File: src/sv/etol_pkg.sv
// ----------------------------------------------------------------------------
// etol_pkg
// Shared types and constants of the entry table ordinal lookup block.
// ----------------------------------------------------------------------------
package etol_pkg;

  // Bundle type byte that announces moveable entries.
  localparam logic [7:0] KindMoveable = 8'hFF;
  // Bundle type byte that announces a run of skipped ordinals.
  localparam logic [7:0] KindSkip     = 8'h00;

  // Position of the last byte of an entry, by entry kind.
  localparam logic [2:0] MoveableLastPos = 3'd5;
  localparam logic [2:0] FixedLastPos    = 3'd2;

  // Byte positions inside an entry that carry held fields.
  localparam logic [2:0] PosFlags       = 3'd0;
  localparam logic [2:0] PosFixedOffLo  = 3'd1;
  localparam logic [2:0] PosMovSegment  = 3'd3;
  localparam logic [2:0] PosMovOffLo    = 3'd4;

  localparam int unsigned ResultDataW = 32;
  localparam int unsigned ResultUserW = 3;

  typedef enum logic [3:0] {
    PH_COUNT = 4'b0001,
    PH_TYPE  = 4'b0010,
    PH_ENTRY = 4'b0100,
    PH_DROP  = 4'b1000
  } etol_phase_e;

  typedef enum logic [1:0] {
    ST_FOUND     = 2'd0,
    ST_END_MARK  = 2'd1,
    ST_EXHAUSTED = 2'd2,
    ST_TRUNCATED = 2'd3
  } etol_status_e;

  typedef struct packed {
    logic         found;
    etol_status_e status;
    logic [7:0]   segment_number;
    logic [15:0]  entry_offset;
    logic [7:0]   entry_flags;
  } etol_result_t;

  typedef struct packed {
    logic         valid;
    etol_result_t result;
  } etol_push_t;

endpackage

File: src/sv/etol_parser.sv
// ----------------------------------------------------------------------------
// etol_parser
// Parse state of the entry table walk; one byte is consumed per transfer and
// a result is produced in the same step when the lookup outcome is known.
// ----------------------------------------------------------------------------
module etol_parser
  import etol_pkg::*;
(
  input  logic        clk_i,
  input  logic        rst_ni,
  input  logic        cfg_we_i,
  input  logic [15:0] cfg_wdata_i,
  input  logic        accept_i,
  input  logic [7:0]  byte_i,
  input  logic        last_i,
  output etol_push_t  push_o
);

  etol_phase_e phase_q, phase_d;
  logic [7:0]  remaining_q, remaining_d;
  logic [7:0]  kind_q, kind_d;
  logic [2:0]  pos_q, pos_d;
  logic [15:0] ordinal_q, ordinal_d;
  logic [15:0] wanted_q;
  logic [7:0]  flags_q, flags_d;
  logic [7:0]  segment_q, segment_d;
  logic [7:0]  off_lo_q, off_lo_d;

  logic         emit;
  logic         fresh;
  logic         moveable;
  logic         entry_done;
  logic [7:0]   remaining_dec;
  etol_result_t res;

  assign moveable      = (kind_q == KindMoveable);
  assign entry_done    = moveable ? (pos_q >= MoveableLastPos) : (pos_q >= FixedLastPos);
  assign remaining_dec = remaining_q - 8'd1;

  always_comb begin
    phase_d     = phase_q;
    remaining_d = remaining_q;
    kind_d      = kind_q;
    pos_d       = pos_q;
    ordinal_d   = ordinal_q;
    flags_d     = flags_q;
    segment_d   = segment_q;
    off_lo_d    = off_lo_q;
    emit        = 1'b0;
    fresh       = 1'b0;
    res         = '0;
    res.status  = ST_FOUND;

    unique case (phase_q)
      PH_COUNT: begin
        if (last_i) begin
          emit       = 1'b1;
          res.status = ST_EXHAUSTED;
        end else begin
          remaining_d = byte_i;
          phase_d     = PH_TYPE;
        end
      end
      PH_TYPE: begin
        if (remaining_q == 8'd0) begin
          emit       = 1'b1;
          res.status = ST_END_MARK;
        end else if (byte_i == KindSkip) begin
          kind_d    = byte_i;
          ordinal_d = ordinal_q + {8'd0, remaining_q};
          phase_d   = PH_COUNT;
          if (last_i) begin
            emit       = 1'b1;
            res.status = ST_EXHAUSTED;
          end
        end else begin
          kind_d  = byte_i;
          pos_d   = 3'd0;
          phase_d = PH_ENTRY;
          if (last_i) begin
            emit       = 1'b1;
            res.status = ST_TRUNCATED;
          end
        end
      end
      PH_ENTRY: begin
        if (pos_q == PosFlags) begin
          flags_d = byte_i;
        end
        if (moveable) begin
          if (pos_q == PosMovSegment) begin
            segment_d = byte_i;
          end else if (pos_q == PosMovOffLo) begin
            off_lo_d = byte_i;
          end
        end else begin
          segment_d = kind_q;
          if (pos_q == PosFixedOffLo) begin
            off_lo_d = byte_i;
          end
        end

        if (!entry_done) begin
          pos_d = pos_q + 3'd1;
          if (last_i) begin
            emit       = 1'b1;
            res.status = ST_TRUNCATED;
          end
        end else if (ordinal_q == wanted_q) begin
          // Fixed entries take their segment from the bundle type byte.
          emit               = 1'b1;
          res.found          = 1'b1;
          res.status         = ST_FOUND;
          res.segment_number = moveable ? segment_q : kind_q;
          res.entry_offset   = {byte_i, off_lo_q};
          res.entry_flags    = flags_q;
        end else begin
          ordinal_d   = ordinal_q + 16'd1;
          pos_d       = 3'd0;
          remaining_d = remaining_dec;
          if (remaining_dec == 8'd0) begin
            phase_d = PH_COUNT;
            if (last_i) begin
              emit       = 1'b1;
              res.status = ST_EXHAUSTED;
            end
          end else if (last_i) begin
            emit       = 1'b1;
            res.status = ST_TRUNCATED;
          end
        end
      end
      PH_DROP: begin
        fresh = last_i;
      end
      default: begin
        phase_d = PH_COUNT;
      end
    endcase

    // After a result the rest of the table is dropped; the last byte always
    // restarts the walk for the next table.
    if (emit) begin
      if (last_i) begin
        fresh = 1'b1;
      end else begin
        phase_d = PH_DROP;
      end
    end
    if (fresh) begin
      phase_d     = PH_COUNT;
      remaining_d = 8'd0;
      kind_d      = 8'd0;
      pos_d       = 3'd0;
      ordinal_d   = 16'd1;
    end
  end

  always_ff @(posedge clk_i or negedge rst_ni) begin
    if (!rst_ni) begin
      phase_q     <= PH_COUNT;
      remaining_q <= 8'd0;
      kind_q      <= 8'd0;
      pos_q       <= 3'd0;
      ordinal_q   <= 16'd1;
      wanted_q    <= 16'd1;
    end else begin
      if (accept_i) begin
        phase_q     <= phase_d;
        remaining_q <= remaining_d;
        kind_q      <= kind_d;
        pos_q       <= pos_d;
        ordinal_q   <= ordinal_d;
      end
      if (cfg_we_i) begin
        wanted_q <= cfg_wdata_i;
      end
    end
  end

  // Held entry bytes are always written before they are read.
  always_ff @(posedge clk_i) begin
    if (accept_i) begin
      flags_q   <= flags_d;
      segment_q <= segment_d;
      off_lo_q  <= off_lo_d;
    end
  end

  assign push_o.valid  = accept_i & emit;
  assign push_o.result = res;

`ifndef SYNTHESIS
  a_last_restarts: assert property (@(posedge clk_i) disable iff (!rst_ni)
    accept_i && last_i |=> phase_q == PH_COUNT && ordinal_q == 16'd1)
    else $error("last byte did not restart the table walk");

  a_result_then_drop: assert property (@(posedge clk_i) disable iff (!rst_ni)
    push_o.valid && !last_i |=> phase_q == PH_DROP)
    else $error("result before the last byte did not enter the drop phase");

  a_miss_fields_zero: assert property (@(posedge clk_i) disable iff (!rst_ni)
    push_o.valid && !push_o.result.found |->
      push_o.result.segment_number == 8'd0 && push_o.result.entry_offset == 16'd0 &&
      push_o.result.entry_flags == 8'd0)
    else $error("miss result carries nonzero entry fields");

  a_no_result_in_drop: assert property (@(posedge clk_i) disable iff (!rst_ni)
    phase_q == PH_DROP |-> !push_o.valid)
    else $error("result produced while dropping bytes");
`endif

endmodule

File: src/sv/etol_out_queue.sv
// ----------------------------------------------------------------------------
// etol_out_queue
// Two-entry result queue that decouples the byte input from the result
// output, so bytes keep flowing while a result waits to be taken.
// ----------------------------------------------------------------------------
module etol_out_queue
  import etol_pkg::*;
(
  input  logic                   clk_i,
  input  logic                   rst_ni,
  input  etol_push_t             push_i,
  output logic                   space_o,
  output logic                   m_tvalid_o,
  input  logic                   m_tready_i,
  output logic [ResultDataW-1:0] m_tdata_o,
  output logic [ResultUserW-1:0] m_tuser_o
);

  etol_result_t slot_q [2];
  logic         wr_ptr_q, rd_ptr_q;
  logic [1:0]   count_q, count_d;
  logic         pop;
  etol_result_t head;

  assign pop        = m_tvalid_o & m_tready_i;
  assign space_o    = (count_q != 2'd2);
  assign m_tvalid_o = (count_q != 2'd0);
  assign head       = slot_q[rd_ptr_q];

  assign m_tdata_o = {head.entry_flags, head.entry_offset, head.segment_number};
  assign m_tuser_o = {head.status, head.found};

  always_comb begin
    count_d = count_q;
    if (push_i.valid && !pop) begin
      count_d = count_q + 2'd1;
    end else if (!push_i.valid && pop) begin
      count_d = count_q - 2'd1;
    end
  end

  always_ff @(posedge clk_i or negedge rst_ni) begin
    if (!rst_ni) begin
      wr_ptr_q <= 1'b0;
      rd_ptr_q <= 1'b0;
      count_q  <= 2'd0;
    end else begin
      count_q <= count_d;
      if (push_i.valid) begin
        wr_ptr_q <= ~wr_ptr_q;
      end
      if (pop) begin
        rd_ptr_q <= ~rd_ptr_q;
      end
    end
  end

  always_ff @(posedge clk_i) begin
    if (push_i.valid) begin
      slot_q[wr_ptr_q] <= push_i.result;
    end
  end

`ifndef SYNTHESIS
  a_no_push_when_full: assert property (@(posedge clk_i) disable iff (!rst_ni)
    push_i.valid |-> count_q != 2'd2)
    else $error("result pushed into a full queue");

  a_count_in_range: assert property (@(posedge clk_i) disable iff (!rst_ni)
    count_q != 2'd3)
    else $error("result queue count out of range");

  a_ptr_match_count: assert property (@(posedge clk_i) disable iff (!rst_ni)
    (count_q == 2'd1) == (wr_ptr_q != rd_ptr_q))
    else $error("queue pointers disagree with the fill count");
`endif

endmodule

File: src/sv/entry_table_ordinal_lookup_core.sv
// ----------------------------------------------------------------------------
// entry_table_ordinal_lookup_core
// Walks an executable's entry table byte by byte and reports the entry of a
// configured ordinal, or why it was not found.
// ----------------------------------------------------------------------------
// The block takes one table byte per clock cycle on the input stream, with
// tlast on the table's final byte, and gives at most one result per table:
// the found entry, or end marker, table exhausted or truncated entry. The
// result is formed in the same cycle as the byte that decides it and enters a
// two-entry output queue; the input stalls only while that queue is full, so
// with the output side ready the sustained rate is one byte per cycle and a
// result appears in the cycle after its deciding byte. Bytes after a result are
// consumed and dropped up to tlast. The user writes wanted_ordinal over cfg_we_i
// only while the block is idle; the block itself does not enforce this.
module entry_table_ordinal_lookup_core
  import etol_pkg::*;
(
  input  logic        clk_i,
  input  logic        rst_ni,
  input  logic        cfg_we_i,
  input  logic [15:0] cfg_wdata_i,     // wanted_ordinal
  input  logic        s_axis_tvalid_i,
  output logic        s_axis_tready_o,
  input  logic [7:0]  s_axis_tdata_i,  // [7:0] table_byte
  input  logic        s_axis_tlast_i,  // last_byte
  output logic        m_axis_tvalid_o,
  input  logic        m_axis_tready_i,
  output logic [31:0] m_axis_tdata_o,  // [7:0] segment_number, [23:8] entry_offset,
                                       // [31:24] entry_flags
  output logic [2:0]  m_axis_tuser_o   // [0] found, [2:1] lookup_status
);

  logic       accept;
  etol_push_t push;

  assign accept = s_axis_tvalid_i & s_axis_tready_o;

  etol_parser u_parser (
    .clk_i       (clk_i),
    .rst_ni      (rst_ni),
    .cfg_we_i    (cfg_we_i),
    .cfg_wdata_i (cfg_wdata_i),
    .accept_i    (accept),
    .byte_i      (s_axis_tdata_i),
    .last_i      (s_axis_tlast_i),
    .push_o      (push)
  );

  etol_out_queue u_out_queue (
    .clk_i      (clk_i),
    .rst_ni     (rst_ni),
    .push_i     (push),
    .space_o    (s_axis_tready_o),
    .m_tvalid_o (m_axis_tvalid_o),
    .m_tready_i (m_axis_tready_i),
    .m_tdata_o  (m_axis_tdata_o),
    .m_tuser_o  (m_axis_tuser_o)
  );

endmodule

File: config.mk
export PLATFORM = sky130hd
export DESIGN_NAME = entry_table_ordinal_lookup_core
export DESIGN_NICKNAME = d
export VERILOG_FILES = /design/src/sv/etol_pkg.sv /design/src/sv/etol_parser.sv /design/src/sv/etol_out_queue.sv /design/src/sv/entry_table_ordinal_lookup_core.sv
export SDC_FILE = /design/constraint.sdc
export NUM_CORES = 1
export LEC_CHECK = 0
export BUFFER_PORTS_ARGS = -buffer_cell sky130_fd_sc_hd__clkbuf_2
export CAP_MARGIN = 20
export CORE_ASPECT_RATIO = 0.5
export CORE_MARGIN = 10
export CORE_UTILIZATION = 31
export CTS_CLUSTER_SIZE = 28
export DETAILED_ROUTE_END_ITERATION = 10
export PLACE_DENSITY = 0.45
export SYNTH_ARGS = -nofsm -noshare
export SYNTH_HDL_FRONTEND = slang
export SYNTH_HIERARCHICAL = 1
export SYNTH_SLANG_ARGS = --single-unit
File: constraint.sdc
create_clock -name clk_i -period 10 [get_ports clk_i]
set_input_delay 1.5 -clock clk_i [delete_from_list [all_inputs] [get_ports clk_i]]
set_output_delay 1.5 -clock clk_i [all_outputs]
set_load 0.05 [all_outputs]
==> summary.md <==
| Metric | Value |
|---|---|
| Status | `finished clean` |
| Hold WS | `483 ps` |
| CTS buffer count | `17` |
| Tightest Pin Transition | `1000 ps` |
| Crit path required time | `10350 ps` |
| Routed length per placed instance | `17.2 µm` |
| GP Congestion | `0.808` |
| Htree depth | `4` |
| MaxCap Viol Count | `0` |
| Antenna violations before repair | `1` |
| Leak | `0.00348 µW` |
| Number of nets in the layout | `734` |
| Final critical-path share of the clock period | `38.2%` |
| Synth unique cells | `67` |
| Maximum fanout along the worst path | `18` |
| WL final | `17900 µm` |
| Crit path capture type | `flip-flop` |
| Grt total ovfl | `0` |
| RSZ-0062 raised after global routing | `false` |
| Final ANT Viol Nets | `0` |
| First-pass GRT wire length | `29000 µm` |
| I/O Buffers | `66` |
| DR DRC count | `0` |
| Critical path, cell by cell | `nor4b_4, nor2b_1, ha_1, nand3_1, o2111a_1, o21bai_1, nand2_1, or4_1, a21boi_0` |
| #FFs+latches synth | `153` |
| Worst R2R Path Depth | `9` |
| Starting DRT DRC Count | `432` |
| Fin. Hold Viols | `0` |
| CTS tree | `yes` |
| Post-synth EDFFs | `94` |
| Layout Utilization | `36.7%` |
| Syn nets | `675` |
| Placement Rows | `40` |
| Growth of design area from synthesis to finish | `15.5%` |
| Layout cell share with drive strength beyond 1 | `24.5%` |
| Ys Warns | `6` |
| Largest net degree at the start of global routing | `60` |
| R2R Setup Slk | `6180 ps` |
| Slowest stage delay, CP | `930 ps` |
| Total setup buffers inserted after CTS | `0` |
| Slew margin rel. | `32.2%` |
| Min Tclk post-route | `3820 ps` |
| Mapped cell area | `7720 µm²` |
| Syn_area_per_cell | `12.3 µm²` |
| Setup ws final | `6180 ps` |
| CP Class | `flip-flop to flip-flop` |
| Vias | `5005` |
| Crit path from | `u_parser/phase_q[1]` |
| Crit path DAT | `4170 ps` |
| Worst slack at placement | `5800 ps` |
| Die Y | `132 µm` |
| Inst Count DP | `1002` |
| Hold Buf Count CTS | `0` |
| Die W | `243 µm` |
| Total clock sinks | `153` |
| Vias in the first global route | `5115` |
| Latest clock arrival within the worst-skew pair | `440 ps` |
| Die ar. | `32000 µm²` |
| Bufs on Longest Clock Path | `2` |
| Post-route non-filler standard cell count | `1038` |
| GRT Overall Usage | `11.5%` |
| Initial Util | `31.8%` |
| Ys async rst share | `38.6%` |
| Final setup fails | `0` |
| Area of the multi-input gates | `3160 µm²` |
| Peak Freq | `262 MHz` |
| Setup TNS | `0 ps` |
| FF-to-FF End | `u_parser/ordinal_q[11]` |
| Fin. max-slew vios | `0` |
| Core area | `24300 µm²` |
| Worst R2R Start | `u_parser/phase_q[1]` |
| Cts repair resizes | `0` |
| Clock transition at path regs | `60 ps` |
| Crit-path slowest cell | `nor4b_4` |
| CP Launch Type | `flip-flop` |
| Detailed placement HPWL | `11800 µm` |
| Sequential fraction of the synthesis area | `55.7%` |
| Critical Path End | `u_parser/ordinal_q[11]` |
| Via density | `4.82` |
| Mapped Cells | `629` |
| Pwr Density | `260 nW/µm²` |
| I/O pins | `67` |
| Commonest register cell after synthesis | `edfxtp_1` |
| Layout fillers | `2407` |
| Clock skew | `10.6 ps` |
| Hold Path Class | `flip-flop to flip-flop` |
| FF+latch area | `4300 µm²` |
| VDD IR-drop max | `0.0957 mV` |
| Drt first pass iters | `5` |
| CTS Root Cell | `clkbuf_16` |
[cell usage in the layout (no fill, tap or decap), drive strengths merged, types with 3 or more instances in the layout]
cell    instances
edfxtp         94
clkbuf         84
nand2          63
dfrtp          56
mux2           51
nor2           30
and2           27
o21ai          26
a21oi          23
xnor2          20
inv            19
o31ai          16
ha             15
nand4          11
a21boi         11
xor2            9
nor2b           9
mux2i           8
nor3            8
nor4            8
buf             8
clkinv          8
nand2b          7
o41ai           7
nand3           7
o211ai          7
and3            5
a221oi          5
or4             5
or2             5
nand3b          4
or3             4
o21a            4
a31oi           3
a21o            3
dfstp           3
nor4b           3
[logic make-up after synthesis]
family	share of synthesized area, %
buf+inv	3.47
simple gates	14.1
xor+xnor	3.29
flops	55.7
mux	9.88
fa+ha+maj	2.69
compound gates	10.9
[cell usage after synthesis, types with 8 or more instances]
cell	instances	share of area [%]
edfxtp_1	94	37
nand2_1	63	3.1
dfrtp_1	56	18
nor2_1	30	1.5
mux2_4	29	5.6
and2_1	27	2.2
o21ai_0	24	1.6
a21oi_1	23	1.5
mux2_2	22	3.2
clkbuf_1	20	0.97
xnor2_1	20	2.3
inv_1	16	0.78
o31ai_1	16	1.6
ha_1	15	2.4
nand4_1	11	0.89
a21boi_0	9	0.87
nor2b_1	9	0.73
xor2_1	9	1.0
mux2i_1	8	1.0
[how the worst min path moves through the flow]
stage / from / to / slack, ps / cells past startpoint
2_1_floorplan: u_out_queue/wr_ptr_q / u_out_queue/wr_ptr_q / 450 / 1
3_3_place_gp: u_out_queue/count_q[1] / u_out_queue/count_q[1] / 470 / 1
3_5_place_dp: u_out_queue/count_q[1] / u_out_queue/count_q[1] / 480 / 1
4_1_cts: u_out_queue/count_q[1] / u_out_queue/count_q[1] / 490 / 1
5_1_grt: u_out_queue/count_q[1] / u_out_queue/count_q[1] / 500 / 1
6_report: u_out_queue/count_q[1] / u_out_queue/count_q[1] / 480 / 1
[state kept, by name, indices dropped and copies added, names as in the netlist]
register and cells:
u_parser/wanted_q 16, u_out_queue/rd_ptr_q 1, u_parser/kind_q 8, u_parser/flags_q 8, u_out_queue/count_q 2, u_parser/pos_q 3, u_parser/ordinal_q 16, u_parser/off_lo_q 8
u_out_queue/slot_q 70, u_parser/remaining_q 8, u_out_queue/wr_ptr_q 1, u_parser/phase_q 4, u_parser/segment_q 8
[power breakdown]
| group | leakage, µW | internal, µW | switching [µW] |
|---|---|---|---|
| Combinational | 0.00159 | 306 | 547 |
| Clock | 0.000267 | 343 | 270 |
| Sequential | 0.00162 | 775 | 80.6 |
| Total | 0.00348 | 1420 | 898 |
[stage by stage]
step	instance area, µm²	power, µW
2_1_floorplan	7720	1560
3_3_place_gp	8310	1720
3_5_place_dp	8310	1720
4_1_cts	8860	2350
5_1_grt	8920	2470
6_report	8920	2320
[per-layer routing]
| metal | global-route usage [%] | routed length, µm | vias up |
|---|---|---|---|
| met5 | 0 | 0 | - |
| met4 | 4.49 | 272 | 0 |
| met3 | 3.46 | 749 | 16 |
| met2 | 18.1 | 8370 | 87 |
| met1 | 14.6 | 8480 | 2456 |
| li1 | - | - | 2446 |
[area by class of cell]
type | count | share of cell area [%]
Clock buffer | 18 | 4.81
Inverter | 16 | 0.673
Clock inverter | 14 | 1.38
Multi-Input combinational cell | 426 | 35.4
Antenna cell | 1 | 0.0281
Timing Repair Buffer | 74 | 4.69
Tap cell | 336 | 4.71
Sequential cell | 153 | 48.3
[critical path, delay by kind of cell, from the launching register on]
kind | cells | cell delay, ps
and+or+nand+nor | 5 | 1790
adders and majority gates | 1 | 440
AOI/OAI and AO/OA | 3 | 920
DFF | 1 | 570
No activity file was read; power rests on OpenSTA's default activity.
